## src/hw/rtl/wt_pkg.sv

```systemverilog
// Shared types, constants and character classes for the word tokenizer.
// Used by the channel interfaces, the controller, the datapath and the top level.
package wt_pkg;

	localparam int DEF_MAX_WORD_CHARS = 10;
	localparam int CNT_W              = 4;
	localparam int LEN_W              = 4;
	localparam int MIN_W              = 4;
	localparam int BYTE_W             = 8;
	localparam int CODE_W             = 5;
	localparam int LETTER_SLOTS       = 10;
	localparam int LETTERS_W          = LETTER_SLOTS * CODE_W;

	localparam logic [MIN_W-1:0]  MIN_LEN_RESET = 4'd3;

	localparam logic [BYTE_W-1:0] CH_SPACE = 8'h20;
	localparam logic [BYTE_W-1:0] CH_TAB   = 8'h09;
	localparam logic [BYTE_W-1:0] CH_LF    = 8'h0A;
	localparam logic [BYTE_W-1:0] CH_CR    = 8'h0D;
	localparam logic [BYTE_W-1:0] CH_SLASH = 8'h2F;
	localparam logic [BYTE_W-1:0] CH_DASH  = 8'h2D;
	localparam logic [BYTE_W-1:0] CH_DOT   = 8'h2E;
	localparam logic [BYTE_W-1:0] CH_COLON = 8'h3A;
	localparam logic [BYTE_W-1:0] CH_SEMI  = 8'h3B;
	localparam logic [BYTE_W-1:0] CH_RPAR  = 8'h29;
	localparam logic [BYTE_W-1:0] CH_APOS  = 8'h27;
	localparam logic [BYTE_W-1:0] CH_QUOTE = 8'h22;
	localparam logic [BYTE_W-1:0] CH_BANG  = 8'h21;
	localparam logic [BYTE_W-1:0] CH_QMARK = 8'h3F;
	localparam logic [BYTE_W-1:0] CH_COMMA = 8'h2C;
	localparam logic [BYTE_W-1:0] CH_UC_A  = 8'h41;
	localparam logic [BYTE_W-1:0] CH_UC_Z  = 8'h5A;
	localparam logic [BYTE_W-1:0] CH_LC_A  = 8'h61;
	localparam logic [BYTE_W-1:0] CH_LC_Z  = 8'h7A;
	localparam logic [BYTE_W-1:0] CASE_BIT = 8'h20;

	typedef enum logic {
		ST_COLLECT,
		ST_SKIP
	} wt_state_t;

	typedef struct packed {
		logic push;
		logic clear;
		logic load;
		logic cfg_wr;
	} wt_cmd_t;

	typedef struct packed {
		logic full;
		logic is_sep;
		logic word_ok;
	} wt_sts_t;

	function automatic logic is_sep(input logic [BYTE_W-1:0] c);
		return c == CH_SPACE || c == CH_TAB || c == CH_LF || c == CH_CR ||
			c == CH_SLASH || c == CH_DASH;
	endfunction

	function automatic logic is_mark(input logic [BYTE_W-1:0] c);
		return c == CH_DOT || c == CH_COLON || c == CH_SEMI || c == CH_RPAR ||
			c == CH_APOS || c == CH_QUOTE || c == CH_BANG || c == CH_QMARK ||
			c == CH_COMMA || c == CH_SLASH;
	endfunction

	function automatic logic is_letter(input logic [BYTE_W-1:0] c);
		return (c >= CH_UC_A && c <= CH_UC_Z) || (c >= CH_LC_A && c <= CH_LC_Z);
	endfunction

	function automatic logic [CODE_W-1:0] letter_code(input logic [BYTE_W-1:0] c);
		logic [BYTE_W-1:0] diff;
		diff = (c | CASE_BIT) - CH_LC_A;
		return diff[CODE_W-1:0];
	endfunction

endpackage

```

## src/hw/rtl/wt_byte_if.sv

```systemverilog
// Input byte channel: valid/ready handshake with one text byte per beat.
// Depends on wt_pkg.
interface wt_byte_if;
	import wt_pkg::*;

	logic              valid;
	logic              ready;
	logic [BYTE_W-1:0] text_byte;

	modport source (output valid, output text_byte, input ready);
	modport sink (input valid, input text_byte, output ready);
endinterface

```

## src/hw/rtl/wt_word_if.sv

```systemverilog
// Output word channel: valid/ready handshake with packed letter codes and length.
// Depends on wt_pkg.
interface wt_word_if;
	import wt_pkg::*;

	logic                 valid;
	logic                 ready;
	logic [LETTERS_W-1:0] word_letters;
	logic [LEN_W-1:0]     word_length;

	modport source (output valid, output word_letters, output word_length, input ready);
	modport sink (input valid, input word_letters, input word_length, output ready);
endinterface

```

## src/hw/rtl/wt_cfg_if.sv

```systemverilog
// Configuration write channel carrying the minimum word length.
// Depends on wt_pkg.
interface wt_cfg_if;
	import wt_pkg::*;

	logic             valid;
	logic             ready;
	logic [MIN_W-1:0] min_word_length;

	modport source (output valid, output min_word_length, input ready);
	modport sink (input valid, input min_word_length, output ready);
endinterface

```

## src/hw/rtl/word_tokenizer_unit.sv

```systemverilog
// Top level of the word tokenizer: joins the channels to wt_ctrl and wt_datapath.
// A word that passes the word check is presented in the cycle after its separator beat is accepted.
// Throughput: one text byte per cycle; input stalls while a finished word waits on
// a low word_out.ready. Reset clears the count, the skip state, the result valid and
// sets the minimum length to 3; buffered characters are not cleared.
module word_tokenizer_unit #(
	parameter int MAX_WORD_CHARS = wt_pkg::DEF_MAX_WORD_CHARS
) (
	input logic       clk,
	input logic       arst_n,
	wt_byte_if.sink   byte_in,
	wt_word_if.source word_out,
	wt_cfg_if.sink    cfg
);
	import wt_pkg::*;

	wt_cmd_t cmd;
	wt_sts_t sts;

	wt_ctrl u_ctrl (
		.clk       (clk),
		.arst_n    (arst_n),
		.in_valid  (byte_in.valid),
		.in_ready  (byte_in.ready),
		.out_valid (word_out.valid),
		.out_ready (word_out.ready),
		.cfg_valid (cfg.valid),
		.cfg_ready (cfg.ready),
		.sts       (sts),
		.cmd       (cmd)
	);

	wt_datapath #(
		.MAX_WORD_CHARS (MAX_WORD_CHARS)
	) u_datapath (
		.clk          (clk),
		.arst_n       (arst_n),
		.text_byte    (byte_in.text_byte),
		.cfg_min      (cfg.min_word_length),
		.cmd          (cmd),
		.sts          (sts),
		.word_letters (word_out.word_letters),
		.word_length  (word_out.word_length)
	);

endmodule

```

## src/hw/rtl/wt_datapath.sv

```systemverilog
// Datapath: character flag buffer, count, length register, word check and result register.
// Driven by wt_ctrl commands; depends on wt_pkg.
module wt_datapath #(
	parameter int MAX_WORD_CHARS = wt_pkg::DEF_MAX_WORD_CHARS
) (
	input  logic                         clk,
	input  logic                         arst_n,
	input  logic [wt_pkg::BYTE_W-1:0]    text_byte,
	input  logic [wt_pkg::MIN_W-1:0]     cfg_min,
	input  wt_pkg::wt_cmd_t              cmd,
	output wt_pkg::wt_sts_t              sts,
	output logic [wt_pkg::LETTERS_W-1:0] word_letters,
	output logic [wt_pkg::LEN_W-1:0]     word_length
);
	import wt_pkg::*;

	localparam int IDX_W  = $clog2(MAX_WORD_CHARS);
	localparam int NSLOTS = (MAX_WORD_CHARS < LETTER_SLOTS) ? MAX_WORD_CHARS : LETTER_SLOTS;

	logic [CNT_W-1:0]          count_q;
	logic [MIN_W-1:0]          min_q;
	logic [MAX_WORD_CHARS-1:0] letter_q;
	logic [MAX_WORD_CHARS-1:0] mark_q;
	logic [MAX_WORD_CHARS-1:0] apos_q;
	logic [CODE_W-1:0]         code_q [MAX_WORD_CHARS];
	logic [LETTERS_W-1:0]      letters_q;
	logic [LEN_W-1:0]          length_q;

	logic [IDX_W-1:0]     wr_idx;
	logic [CNT_W-1:0]     len_strip;
	logic [CNT_W-1:0]     len_word;
	logic [CNT_W-1:0]     need;
	logic                 cut;
	logic                 all_letters;
	logic [LETTERS_W-1:0] letters;

	assign wr_idx = count_q[IDX_W-1:0];

	always_ff @(posedge clk or negedge arst_n) begin
		if (!arst_n) begin
			count_q <= '0;
			min_q   <= MIN_LEN_RESET;
		end else begin
			if (cmd.clear) begin
				count_q <= '0;
			end else if (cmd.push) begin
				count_q <= count_q + CNT_W'(1);
			end
			if (cmd.cfg_wr) begin
				min_q <= cfg_min;
			end
		end
	end

	always_ff @(posedge clk) begin
		if (cmd.push) begin
			letter_q[wr_idx] <= is_letter(text_byte);
			mark_q[wr_idx]   <= is_mark(text_byte);
			apos_q[wr_idx]   <= (text_byte == CH_APOS);
			code_q[wr_idx]   <= letter_code(text_byte);
		end
		if (cmd.load) begin
			letters_q <= letters;
			length_q  <= LEN_W'(len_word);
		end
	end

	always_comb begin
		len_strip = '0;
		for (int i = 0; i < MAX_WORD_CHARS; i++) begin
			if (CNT_W'(i) < count_q && !mark_q[i]) begin
				len_strip = CNT_W'(i + 1);
			end
		end
		cut = 1'b0;
		for (int i = 0; i < MAX_WORD_CHARS; i++) begin
			if (CNT_W'(i + 2) == len_strip && apos_q[i]) begin
				cut = 1'b1;
			end
		end
		len_word = cut ? len_strip - CNT_W'(2) : len_strip;
		need = (min_q == '0) ? CNT_W'(1) : CNT_W'(min_q);
		all_letters = 1'b1;
		for (int i = 0; i < MAX_WORD_CHARS; i++) begin
			if (CNT_W'(i) < len_word && !letter_q[i]) begin
				all_letters = 1'b0;
			end
		end
		letters = '0;
		for (int i = 0; i < NSLOTS; i++) begin
			if (CNT_W'(i) < len_word) begin
				letters[CODE_W*i +: CODE_W] = code_q[i];
			end
		end
	end

	assign sts.full    = (count_q == CNT_W'(MAX_WORD_CHARS));
	assign sts.is_sep  = is_sep(text_byte);
	assign sts.word_ok = (len_word >= need) && all_letters;

	assign word_letters = letters_q;
	assign word_length  = length_q;

	a_count_bound: assert property (@(posedge clk) disable iff (!arst_n)
		count_q <= CNT_W'(MAX_WORD_CHARS))
		else $error("buffer count beyond capacity");

	a_push_not_full: assert property (@(posedge clk) disable iff (!arst_n)
		cmd.push |-> !sts.full)
		else $error("push into a full buffer");

	a_load_length: assert property (@(posedge clk) disable iff (!arst_n)
		cmd.load |=> (word_length != '0) && (CNT_W'(word_length) <= CNT_W'(MAX_WORD_CHARS)))
		else $error("loaded word length out of range");

endmodule

```

## src/hw/rtl/wt_ctrl.sv

```systemverilog
// Controller: collect/skip state machine, handshakes and result-valid register.
// Commands wt_datapath; depends on wt_pkg.
module wt_ctrl (
	input  logic            clk,
	input  logic            arst_n,
	input  logic            in_valid,
	output logic            in_ready,
	output logic            out_valid,
	input  logic            out_ready,
	input  logic            cfg_valid,
	output logic            cfg_ready,
	input  wt_pkg::wt_sts_t sts,
	output wt_pkg::wt_cmd_t cmd
);
	import wt_pkg::*;

	wt_state_t state_q;
	wt_state_t state_d;
	logic      out_valid_q;
	logic      accept;

	assign in_ready  = !out_valid_q || out_ready;
	assign accept    = in_valid && in_ready;
	assign out_valid = out_valid_q;
	assign cfg_ready = 1'b1;

	always_comb begin
		state_d = state_q;
		case (state_q)
			ST_COLLECT: begin
				if (accept && !sts.is_sep && sts.full) begin
					state_d = ST_SKIP;
				end
			end
			ST_SKIP: begin
				if (accept && sts.is_sep) begin
					state_d = ST_COLLECT;
				end
			end
			default: begin
				state_d = ST_COLLECT;
			end
		endcase
	end

	always_comb begin
		cmd = '0;
		cmd.cfg_wr = cfg_valid;
		case (state_q)
			ST_COLLECT: begin
				cmd.push  = accept && !sts.is_sep && !sts.full;
				cmd.clear = accept && (sts.is_sep || sts.full);
				cmd.load  = accept && sts.is_sep && sts.word_ok;
			end
			ST_SKIP: begin
				cmd.push  = 1'b0;
			end
			default: begin
				cmd.clear = 1'b0;
			end
		endcase
	end

	always_ff @(posedge clk or negedge arst_n) begin
		if (!arst_n) begin
			state_q     <= ST_COLLECT;
			out_valid_q <= 1'b0;
		end else begin
			state_q <= state_d;
			if (cmd.load) begin
				out_valid_q <= 1'b1;
			end else if (out_ready) begin
				out_valid_q <= 1'b0;
			end
		end
	end

	a_skip_quiet: assert property (@(posedge clk) disable iff (!arst_n)
		state_q == ST_SKIP |-> !cmd.push && !cmd.load)
		else $error("buffer activity while skipping");

	a_valid_source: assert property (@(posedge clk) disable iff (!arst_n)
		$rose(out_valid_q) |-> $past(accept && sts.is_sep && state_q == ST_COLLECT))
		else $error("result without an accepted separator");

	a_load_slot: assert property (@(posedge clk) disable iff (!arst_n)
		cmd.load |-> !out_valid_q || out_ready)
		else $error("result register overwritten");

endmodule
```

## src/flat_wrapper.sv

```systemverilog
// flat-port wrapper written by rule: the top's interface ports become plain ports
module word_tokenizer_unit_flat import wt_pkg::*;
#(
	parameter int MAX_WORD_CHARS = wt_pkg::DEF_MAX_WORD_CHARS
)
  (clk, arst_n, byte_in_valid, byte_in_text_byte, byte_in_ready, word_out_valid, word_out_word_letters, word_out_word_length, word_out_ready, cfg_valid, cfg_min_word_length, cfg_ready);
  wt_byte_if byte_in_i ();
  wt_word_if word_out_i ();
  wt_cfg_if cfg_i ();
  input logic clk;
  input logic arst_n;
  input wire logic [$bits(byte_in_i.valid)-1:0] byte_in_valid;
  input wire logic [$bits(byte_in_i.text_byte)-1:0] byte_in_text_byte;
  output wire logic [$bits(byte_in_i.ready)-1:0] byte_in_ready;
  output wire logic [$bits(word_out_i.valid)-1:0] word_out_valid;
  output wire logic [$bits(word_out_i.word_letters)-1:0] word_out_word_letters;
  output wire logic [$bits(word_out_i.word_length)-1:0] word_out_word_length;
  input wire logic [$bits(word_out_i.ready)-1:0] word_out_ready;
  input wire logic [$bits(cfg_i.valid)-1:0] cfg_valid;
  input wire logic [$bits(cfg_i.min_word_length)-1:0] cfg_min_word_length;
  output wire logic [$bits(cfg_i.ready)-1:0] cfg_ready;
  assign byte_in_i.valid = byte_in_valid;
  assign byte_in_i.text_byte = byte_in_text_byte;
  assign byte_in_ready = byte_in_i.ready;
  assign word_out_valid = word_out_i.valid;
  assign word_out_word_letters = word_out_i.word_letters;
  assign word_out_word_length = word_out_i.word_length;
  assign word_out_i.ready = word_out_ready;
  assign cfg_i.valid = cfg_valid;
  assign cfg_i.min_word_length = cfg_min_word_length;
  assign cfg_ready = cfg_i.ready;
  word_tokenizer_unit #(.MAX_WORD_CHARS(MAX_WORD_CHARS)) u_core (.clk(clk), .arst_n(arst_n), .byte_in(byte_in_i), .word_out(word_out_i), .cfg(cfg_i));
endmodule
```

## config.mk

```make
export PLATFORM = sky130hd
export DESIGN_NAME = word_tokenizer_unit_flat
export DESIGN_NICKNAME = d
export VERILOG_FILES = /design/src/hw/rtl/wt_pkg.sv /design/src/hw/rtl/wt_byte_if.sv /design/src/hw/rtl/wt_word_if.sv /design/src/hw/rtl/wt_cfg_if.sv /design/src/hw/rtl/word_tokenizer_unit.sv /design/src/hw/rtl/wt_datapath.sv /design/src/hw/rtl/wt_ctrl.sv /design/src/flat_wrapper.sv
export SDC_FILE = /design/constraint.sdc
export NUM_CORES = 1
export LEC_CHECK = 0
export BUFFER_PORTS_ARGS = -buffer_cell sky130_fd_sc_hd__buf_2
export CORE_AREA = 2 2 106 108
export DETAILED_ROUTE_END_ITERATION = 8
export DIE_AREA = 0 0 108 110
export PLACE_DENSITY = 0.76
export SYNTH_ARGS = -nofsm -noshare
export SYNTH_HDL_FRONTEND = slang
export SYNTH_SLANG_ARGS = --single-unit
export TNS_END_PERCENT = 5
```

## constraint.sdc

```tcl
create_clock -name clk -period 11.1 [get_ports clk]
set_input_delay 1.11 -clock clk [delete_from_list [all_inputs] [get_ports clk]]
set_output_delay 1.11 -clock clk [all_outputs]
set_load 0.005 [all_outputs]
```

==> results of run 1 <==
metal layers:
| layer | up-vias | wire length (um) |
|---|---|---|
| li1 | 1772 | - |
| met1 | 1832 | 4950 |
| met2 | 165 | 6230 |
| met3 | 16 | 794 |
| met4 | 0 | 242 |
| met5 | - | 0 |
flip-flops by register name (all words and copies together), names as in the netlist:
signal,cells
u_core.u_datapath.min_q,4
u_core.u_ctrl.out_valid,1
u_core.u_datapath.apos_q,9
u_core.u_datapath.code_q,50
u_core.u_datapath.word_length,4
u_core.u_datapath.count_q,4
u_core.u_ctrl.state_q,1
u_core.u_datapath.letter_q,10
u_core.u_datapath.mark_q,10
u_core.u_datapath.word_letters,50
worst max-delay path by stage:
stage | from | endpoint | slack (ns) | cells after the start
floorplan | u_core.u_datapath.count_q[1] | u_core.u_datapath.word_length[0] | 2.92 | 22
global placement | u_core.u_datapath.count_q[3] | u_core.u_datapath.word_letters[22] | 5.78 | 17
detailed placement | u_core.u_datapath.count_q[1] | u_core.u_datapath.word_letters[22] | 5.70 | 19
CTS | u_core.u_datapath.count_q[1] | u_core.u_datapath.word_letters[10] | 5.61 | 19
global route | u_core.u_datapath.count_q[1] | u_core.u_datapath.word_letters[22] | 5.17 | 20
finish | u_core.u_datapath.count_q[1] | u_core.u_datapath.word_letters[10] | 5.46 | 19
power groups by stage:
stage	registers [mW]	clock network, mW	logic, mW
6_report	0.714	0.561	0.707
3_3_place_gp	0.723	0	0.671
4_1_cts	0.713	0.564	0.703
5_1_grt	0.718	0.587	0.778
3_5_place_dp	0.724	0	0.684
2_1_floorplan	0.703	0	0.546
worst register-to-register path, stage by stage, from the launching register on:
cell,delay (ns)
dfrtp_1,0.50
inv_1,0.16
ha_1,0.28
nor2b_1,0.19
o21ai_0,0.17
a32oi_1,0.61
or4bb_1,0.53
o22ai_1,0.26
a211oi_4,0.10
xnor2_1,0.69
ha_1,0.28
a21o_1,0.12
a21o_1,0.12
a21oi_1,0.06
nor3_1,0.14
o21ai_0,0.11
nor2_1,0.11
o2111ai_1,0.20
nor3_2,0.26
buf_4,0.39
per-stage QoR:
stage               std cells  setup slack, ns  power [mW]  utilization (%)
finish                    669             5.46        1.98             67.0
CTS                       668             5.61        1.98             66.9
global route              669             5.17        2.08             67.0
detailed placement        636             5.70        1.41             61.5
global placement          636             5.78        1.39             61.5
floorplan                 432             2.92        1.25                -
cell type report:
class / instances / area share (%)
clock buffer: 19 / 5.88
timing repair buffer: 76 / 5.41
tap: 140 / 2.44
multi-input combinational: 260 / 23.8
inverter: 18 / 0.943
clock inverter: 13 / 2.25
sequential: 143 / 59.3
layout by cell type (no fill, tap or decap), drive strengths merged, types with 3 or more instances in the layout:
master / Yosys / routed
o211ai: 6 / 6
and3: 9 / 9
nor3: 13 / 13
nand2b: 7 / 7
edfxtp: 133 / 133
dfrtp: 8 / 8
a211oi: 5 / 5
a21o: 7 / 7
nor2: 29 / 29
xnor2: 3 / 3
or3: 3 / 3
and2: 26 / 26
or2: 5 / 5
mux2: 4 / 4
a21oi: 12 / 12
ha: 14 / 14
bufinv: 0 / 3
nand3: 3 / 3
clkinv: 0 / 4
nand2: 29 / 29
o21ai: 15 / 15
nor2b: 28 / 28
clkbuf: 4 / 20
inv: 18 / 22
buf: 7 / 75
logic make-up (layout without fill, tap and decap cells):
kind of cell    after synthesis  after routing
simple gates                165            165
flops                       143            143
fa+ha+maj                    14             14
buf+inv                      29            126
other cells                   1              1
compound gates               71             71
xor+xnor                      4              4
mux                           5              5
==> impl_metrics.toml, run 1 <==
[power]
switchingPower_mw = 0.695
ir_drop_mv = 0.168
switching_share_pct = 35.1
p_seq_share_pct = 36.0
internal-power_mw = 1.29
pwr-share-clk_pct = 28.3
powerDensity_nw_per_um2 = 277
p_leak_nw = 2.71
combPwrFrac_pct = 35.7

[floorplan]
dieHeight_um = 110
die_area_sq_um = 11900
die-width_um = 108
core_area_sq_um = 10700
rows = 38
initial_core_util_pct = 56.8
pin_count = 74

[detailed_routing]
ant_nets = 0
num_vias = 3785
dr.first_iter.drc_count = 259
dr.pass1.iters = 5
wirelength_um = 12200
wire_per_inst_um = 18.3
via_per_inst = 5.66
drc = 0

[sta]
worst_hold_slack_ns = 0.440
period_needed_ns = 5.64
final-hold-violation-count = 0
setup_violations = 0
rsz0062_at_grt = "no"
min_period_over_period_pct = 50.8
maxSlewHeadroom_pct = 21.4
finClkSkew_ns = 0.00814
finalSetupTns_ns = 0
clock.fmax_ghz = 0.177
maxSlewViolCount = 0
tightestPinTransition_ns = 1.17

[clock_tree]
post_cts_buffers = 0
clkSinkCount = 143
clkTransAtPathRegs_ns = 0.06
cts_tree = "built"
insertion_delay_ns = 0.53
numCtsBuffers = 17
cts_hold_buf = 0
clockRootBuffer = "clkbuf_8"
htreeDepth = 4
post_cts_resized = 0
clk_path_buf_depth = 2

[layout]
num_antenna_cells = 0
seqCellArea_sq_um = 4250
nets = 547
drive_gt1_share_pct = 24.4
stdcell_area_sq_um = 7170
syn_to_final_growth_pct = 17.9
fill_cells = 745
multi_input_area_sq_um = 1710

[synth]
ys_ff_latch = 143
synth_ff_type = "edfxtp_1"
synthMuxAreaShare_pct = 0.906
synth_top_area_share_pct = 65.7
synthSimpleGateAreaFrac_pct = 14.7
syn-cell-area_sq_um = 6080
yosys_warnings = 0
synthArstFlopShare_pct = 6.99
synthDistinctLibCells = 66
ys_top_cells_by_count = "133 x edfxtp_1, 29 x nand2_1, 29 x nor2_1"
syn_inst = 432
syn-num-nets = 463
synth_area_per_cell_sq_um = 14.1
synth_area_leaders = "edfxtp_1 66%, dfrtp_1 3.3%, ha_1 2.9%, nor2b_1 2.9%, and2_1 2.7%"
synth_top_family_by_area = "simple AND/OR/NAND/NOR gates"
synthAdderAreaFrac_pct = 2.88
yosysTopAreaCell = "edfxtp_1"
synth_edf_count = 133
synth.most_common_cell = "edfxtp_1"
synth_compound_area_share_pct = 8.89
yosysSeqAreaShare_pct = 69.9
synth_xor_area_share_pct = 0.576

[place]
io_buffers = 72
dp_hpwl_um = 8240
dpl_cell_area_sq_um = 6580
place.gp.congestion = 0.932

[worst_setup_path]
r2r_end = "u_core.u_datapath.word_letters[10]"
r2r_start = "u_core.u_datapath.count_q[1]"
critical_path.startpoint_type = "flip-flop"
path_delay_family = "compound AO/OA/AOI/OAI gates"
end_kind = "flip-flop"
reg2reg_slack_ns = 5.46
worstPathCellList = "inv_1 > ha_1 > nor2b_1 > o21ai_0 > a32oi_1 > or4bb_1 > o22ai_1 > a211oi_4 > xnor2_1 > ha_1 > a21o_1 > a21o_1 > a21oi_1 > nor3_1 > o21ai_0 > nor2_1 > o2111ai_1 > nor3_2 > buf_4"
cpMaxStageDelayCell = "xnor2_1"
path_class = "reg2reg"
crit_required_ns = 11.29
critical_path_buf_inv_count = 2
r2r_cells = 19
worstPathMaxFanout = 29
crit_path_max_incr_delay_ns = 0.69
critPathArrivalTime_ns = 5.83

[hold_path]
hp-class = "in2async"

[global_routing]
grt_pass1_vias = 3635
use_met2_pct = 36.3
antenna_found_initial = 0
grt_pass1_wl_um = 18600
grt_most_used_layer = "met2"
grt_max_degree = 30
grtUsageMet3_pct = 6.47
overflow = 0
grtUsageTotal_pct = 21.7
grtUsageMet1_pct = 26.3

[job]
drv_cap = 0

[outcome]
status = "finished, final reports clean"
Note: power is estimated with default switching activity, not from simulation.
==> run 2, diff against run 1 <==
Clock period 11.1 ns to 5.2 ns, I/O delays scaled along.
==> run 2 against run 1 <==
  * Maximum frequency is 16% higher
  * Sequential share of layout area is 0.68 points lower
  * Clock skew is 0.0018 ns higher
  * Critical endpoint is now u_core.u_datapath.word_length[2]
  * First-iteration DRC count is 9.7% higher
  * Final area is 1.2% higher
  * Total power is 110% higher
  * Non-clock buffer count is 4 higher
  * Count of clock-buffer cells in the layout is 2 lower
  * Largest cell class unchanged
  * Core utilization is 0.77 points higher
  * Global-route usage is 0.69 points lower
==> impl_metrics.toml, run 2 (synthesized netlist as in run 1, its figures left out) <==
[sta]
finalSetupTns_ns = 0
finClkSkew_ns = 0.00998
clock.fmax_ghz = 0.206
min_period_over_period_pct = 93.3
setup_violations = 0
rsz0062_at_grt = "no"
final-hold-violation-count = 0
maxSlewViolCount = 0
tightestPinTransition_ns = 1.25
maxSlewHeadroom_pct = 16.1
period_needed_ns = 4.85

[floorplan]
dieHeight_um = 110
core_area_sq_um = 10700
initial_core_util_pct = 56.8
pin_count = 74
die-width_um = 108
rows = 38
die_area_sq_um = 11900

[worst_setup_path]
worstPathMaxFanout = 54
crit_required_ns = 5.40
end_kind = "flip-flop"
critPathArrivalTime_ns = 5.05
critical_path.startpoint_type = "flip-flop"
path_class = "reg2reg"

[clock_tree]
numCtsBuffers = 17
clockRootBuffer = "clkbuf_8"
clk_path_buf_depth = 2
cts_tree = "built"
clkSinkCount = 143
htreeDepth = 4
insertion_delay_ns = 0.53
clkTransAtPathRegs_ns = 0.06
post_cts_resized = 0

[detailed_routing]
ant_nets = 0
via_per_inst = 5.62
dr.first_iter.drc_count = 284
dr.pass1.iters = 5
wirelength_um = 11700
num_vias = 3769
drc = 0
wire_per_inst_um = 17.4

[global_routing]
grt_max_degree = 55
grt_pass1_wl_um = 18000
grt_pass1_vias = 3343
grtUsageTotal_pct = 21.0
grtUsageMet3_pct = 4.82
overflow = 0
grtUsageMet1_pct = 28.6
grt_most_used_layer = "met2"
use_met2_pct = 32.9
antenna_found_initial = 0

[hold_path]
hp-class = "in2reg"

[layout]
final_cell_mix = "133 x edfxtp_1, 72 x buf_2, 29 x nand2_1"
num_antenna_cells = 0
fin_cells = 671
drive_gt1_share_pct = 26.2
syn_to_final_growth_pct = 19.2
nets = 551
mostFrequentLayoutCell = "edfxtp_1"

[outcome]
status = "finished, final reports clean"

[place]
dp_hpwl_um = 8150
place.gp.congestion = 0.932
dp.cells = 638
io_buffers = 72

[power]
p_leak_nw = 2.74
powerDensity_nw_per_um2 = 584
ir_drop_mv = 0.381

[job]
drv_cap = 0
==> run 2: cell count changes in the layout (fill, tap and decap cells not counted), moves of 2 or more <==
cell      change
clkinv_2      +2
or2_4         +2
o21ai_1       +2
buf_4         +3
or2_2         -2
o21ai_0       -2
clkbuf_1      -2
inv_6         -2
==> run 2: routing by layer <==
metal	wire [um]	part of all wire [%]	vias up
li1	-	-	1774
met1	4970	43	1837
met2	5780	50	141
met3	714	6.1	17
met4	195	1.7	0
met5	0	0	-
==> run 2: cell type report <==
cell class / instances / area (sq um)
flip-flops and latches: 143 / 4250
well taps: 140 / 175
clock buffers: 17 / 414
inverters: 18 / 67.6
clock inverters: 13 / 140
fillers: 760 / 3450
repair buffers: 80 / 435
multi-input cells: 260 / 1770
==> run 2: power breakdown <==
part | switching (mW) | internal, mW | leakage, nW
logic | 0.950 | 0.636 | 1.14
registers | 0.0578 | 1.46 | 1.33
clock network | 0.456 | 0.679 | 0.270
total | 1.46 | 2.77 | 2.74
==> run 2: worst paths after layout <==
check	from	to	slack [ns]	cells after the start
min reg2reg	u_core.u_datapath.code_q[7][1]	u_core.u_datapath.word_letters[36]	0.52	1
min in group asynchronous	arst_n	u_core.u_datapath.count_q[2]	0.39	2
min	cfg_min_word_length[1]	u_core.u_datapath.min_q[1]	0.21	3
max reg2reg	u_core.u_datapath.count_q[1]	u_core.u_datapath.word_length[2]	0.35	18
max	u_core.u_datapath.count_q[1]	u_core.u_datapath.word_length[2]	0.35	18
max in group asynchronous	arst_n	u_core.u_datapath.min_q[1]	4.56	2
==> run 2: stage by stage <==
step           total power, mW  worst slack, ns  util (%)  hold WS [ns]  cell area (sq um)
2_1_floorplan             2.79           -0.122         -         0.224               6170
3_3_place_gp              3.06            0.521      62.3         0.385               6670
3_5_place_dp              3.09            0.408      62.3         0.392               6670
4_1_cts                   4.22            0.393      67.6         0.192               7230
5_1_grt                   4.49           0.0334      67.8         0.206               7250
6_report                  4.24            0.348      67.8         0.208               7250
==> run 2: what timing repair did <==
action / in CTS / in global routing
endpoints found under the hold margin: 8 / 0
setup endpoints to repair: 0 / 54
setup buffers: 0 / 2
hold buffers: 1 / 0
==> run 2: critical path, stage by stage, from the launching register on <==
cell and delay [ns]:
dfrtp_1 0.55, ha_1 0.32, nor2b_1 0.24, o211ai_1 0.21, a2111oi_4 0.45, or2_4 0.21
mux2_4 0.31, a211oi_4 0.38, xnor2_2 0.20, ha_1 0.31, a21o_1 0.10, a21o_1 0.10
a21oi_1 0.06, nor3_1 0.14, o21ai_1 0.09, nor2_1 0.14, o2111ai_2 0.16, nor3_4 0.23
buf_12 0.29
==> run 3, diff against run 2 <==
Settings changed: PLACE_DENSITY 0.76 to 0.78.
==> run 3 against run 2 <==
  * Routed wire length up 3.0%
  * Core utilization fell by 0.19 points
  * Largest cell class unchanged
  * Critical endpoint is now u_core.u_datapath.word_letters[26]
  * Combinational power hardly changed
  * Highest routed layer unchanged
==> impl_metrics.toml, run 3 (synthesized netlist as in run 1, its figures left out) <==
[sta]
clock.fmax_ghz = 0.204
final-hold-violation-count = 0
tightestPinTransition_ns = 1.12
maxSlewHeadroom_pct = 25.1
rsz0062_at_grt = "no"
finClkSkew_ns = 0.00598
min_period_over_period_pct = 94.3
period_needed_ns = 4.91
maxSlewViolCount = 0
setup_violations = 0

[detailed_routing]
drc = 0
wirelength_um = 12000
num_vias = 3795
via_per_inst = 5.64
wire_per_inst_um = 17.9
dr.pass1.iters = 5
ant_nets = 0
dr.first_iter.drc_count = 433

[job]
drv_cap = 0

[layout]
drive_gt1_share_pct = 26.5
nets = 553
utilization_pct = 67.6
mostFrequentLayoutCell = "edfxtp_1"
num_antenna_cells = 0
syn_to_final_growth_pct = 18.9
fin_cells = 673
fill_cells = 739
final_cell_mix = "133 x edfxtp_1, 72 x buf_2, 29 x nand2_1"

[worst_setup_path]
r2r_cells = 18
r2r_end = "u_core.u_datapath.word_letters[26]"
r2r_start = "u_core.u_datapath.count_q[1]"
path_class = "reg2reg"
worstPathMaxFanout = 25
cp-endpoint = "u_core.u_datapath.word_letters[26]"
reg2reg_slack_ns = 0.29
crit_required_ns = 5.39
cp-startpoint = "u_core.u_datapath.count_q[1]"
critPathArrivalTime_ns = 5.10
critical_path.startpoint_type = "flip-flop"
end_kind = "flip-flop"

[floorplan]
die-width_um = 108
pin_count = 74
die_area_sq_um = 11900
rows = 38
core_area_sq_um = 10700
dieHeight_um = 110
initial_core_util_pct = 56.8

[clock_tree]
cts_tree = "built"
post_cts_buffers = 0
clkTransAtPathRegs_ns = 0.06
numCtsBuffers = 17
insertion_delay_ns = 0.52
clkSinkCount = 143
clockRootBuffer = "clkbuf_8"
clk_path_buf_depth = 2
htreeDepth = 4

[place]
place.gp.congestion = 0.925
dp.cells = 642
io_buffers = 72
dp_hpwl_um = 8310

[global_routing]
grt_pass1_wl_um = 18700
grtUsageTotal_pct = 21.7
grt_pass1_vias = 3612
grt_max_degree = 26
antenna_found_initial = 0
overflow = 0

[hold_path]
hp-class = "in2reg"

[power]
p_leak_nw = 2.73
powerDensity_nw_per_um2 = 583
ir_drop_mv = 0.309

[outcome]
status = "finished, final reports clean"
==> run 3: changes by cell type in the layout (fill, tap and decap cells not counted), sizes merged <==
| cell | previous run | this run |
|---|---|---|
| buf | 79 | 81 |
| bufinv | 2 | 1 |
| clkinv | 6 | 7 |
| clkinvlp | 2 | 3 |
| inv | 21 | 20 |
==> run 3: final cells by class <==
cell class / count / area [sq um] / share of cell area, %
Multi-Input combinational cell: 260 / 1770 / 24.5
Sequential cell: 143 / 4250 / 58.8
Timing Repair Buffer: 82 / 438 / 6.06
Tap cell: 140 / 175 / 2.42
Inverter: 18 / 67.6 / 0.935
Clock buffer: 17 / 414 / 5.73
Clock inverter: 13 / 118 / 1.63
==> run 3: what timing repair did <==
item	in CTS	in global routing
hold buffers	1	0
gates resized for setup	0	0
endpoints found under the hold margin	8	0
==> run 3: routing by layer <==
layer	global-route usage, %	vias up	wire length (um)
li1	-	1780	-
met1	28.7	1831	4960
met2	35.0	167	6030
met3	5.64	17	854
met4	7.97	0	172
met5	0	-	0
==> run 3: stage by stage <==
| step | area, sq um | TNS, ns | power (mW) | worst slack [ns] | hold slack, ns |
|---|---|---|---|---|---|
| 2_1_floorplan | 6170 | -6.58 | 2.79 | -0.122 | 0.224 |
| 3_3_place_gp | 6690 | 0 | 3.06 | 0.525 | 0.386 |
| 3_5_place_dp | 6690 | 0 | 3.12 | 0.391 | 0.396 |
| 4_1_cts | 7230 | 0 | 4.22 | 0.361 | 0.176 |
| 5_1_grt | 7230 | 0 | 4.45 | 0.0362 | 0.196 |
| 6_report | 7230 | 0 | 4.21 | 0.295 | 0.202 |
==> run 3: how the worst min path moves through the flow <==
stage | startpoint | to | slack (ns) | cells after the start
finish | cfg_min_word_length[2] | u_core.u_datapath.min_q[2] | 0.20 | 3
global route | cfg_min_word_length[2] | u_core.u_datapath.min_q[2] | 0.20 | 3
CTS | cfg_min_word_length[2] | u_core.u_datapath.min_q[2] | 0.18 | 3
detailed placement | arst_n | u_core.u_ctrl.state_q | 0.40 | 1
global placement | arst_n | u_core.u_ctrl.out_valid | 0.39 | 1
floorplan | arst_n | u_core.u_ctrl.out_valid | 0.22 | 0
==> run 3: where the power goes <==
group / switching [mW] / internal, mW / total [mW]
combinational: 0.993 / 0.631 / 1.62
clock: 0.457 / 0.629 / 1.09
sequential: 0.0455 / 1.46 / 1.50
==> run 3: critical path, stage by stage (launching register included) <==
cell and delay (ns):
dfrtp_1 0.55, ha_1 0.31, nor2b_1 0.21, o211ai_1 0.22, a2111oi_4 0.45, or2_4 0.21
mux2_4 0.31, a211oi_4 0.38, xnor2_2 0.21, ha_1 0.32, a21o_1 0.12, a21o_1 0.11
a21oi_1 0.06, nor3_1 0.16, o21ai_1 0.09, nor2_1 0.13, o2111ai_2 0.16, nor3_4 0.23
buf_4 0.33
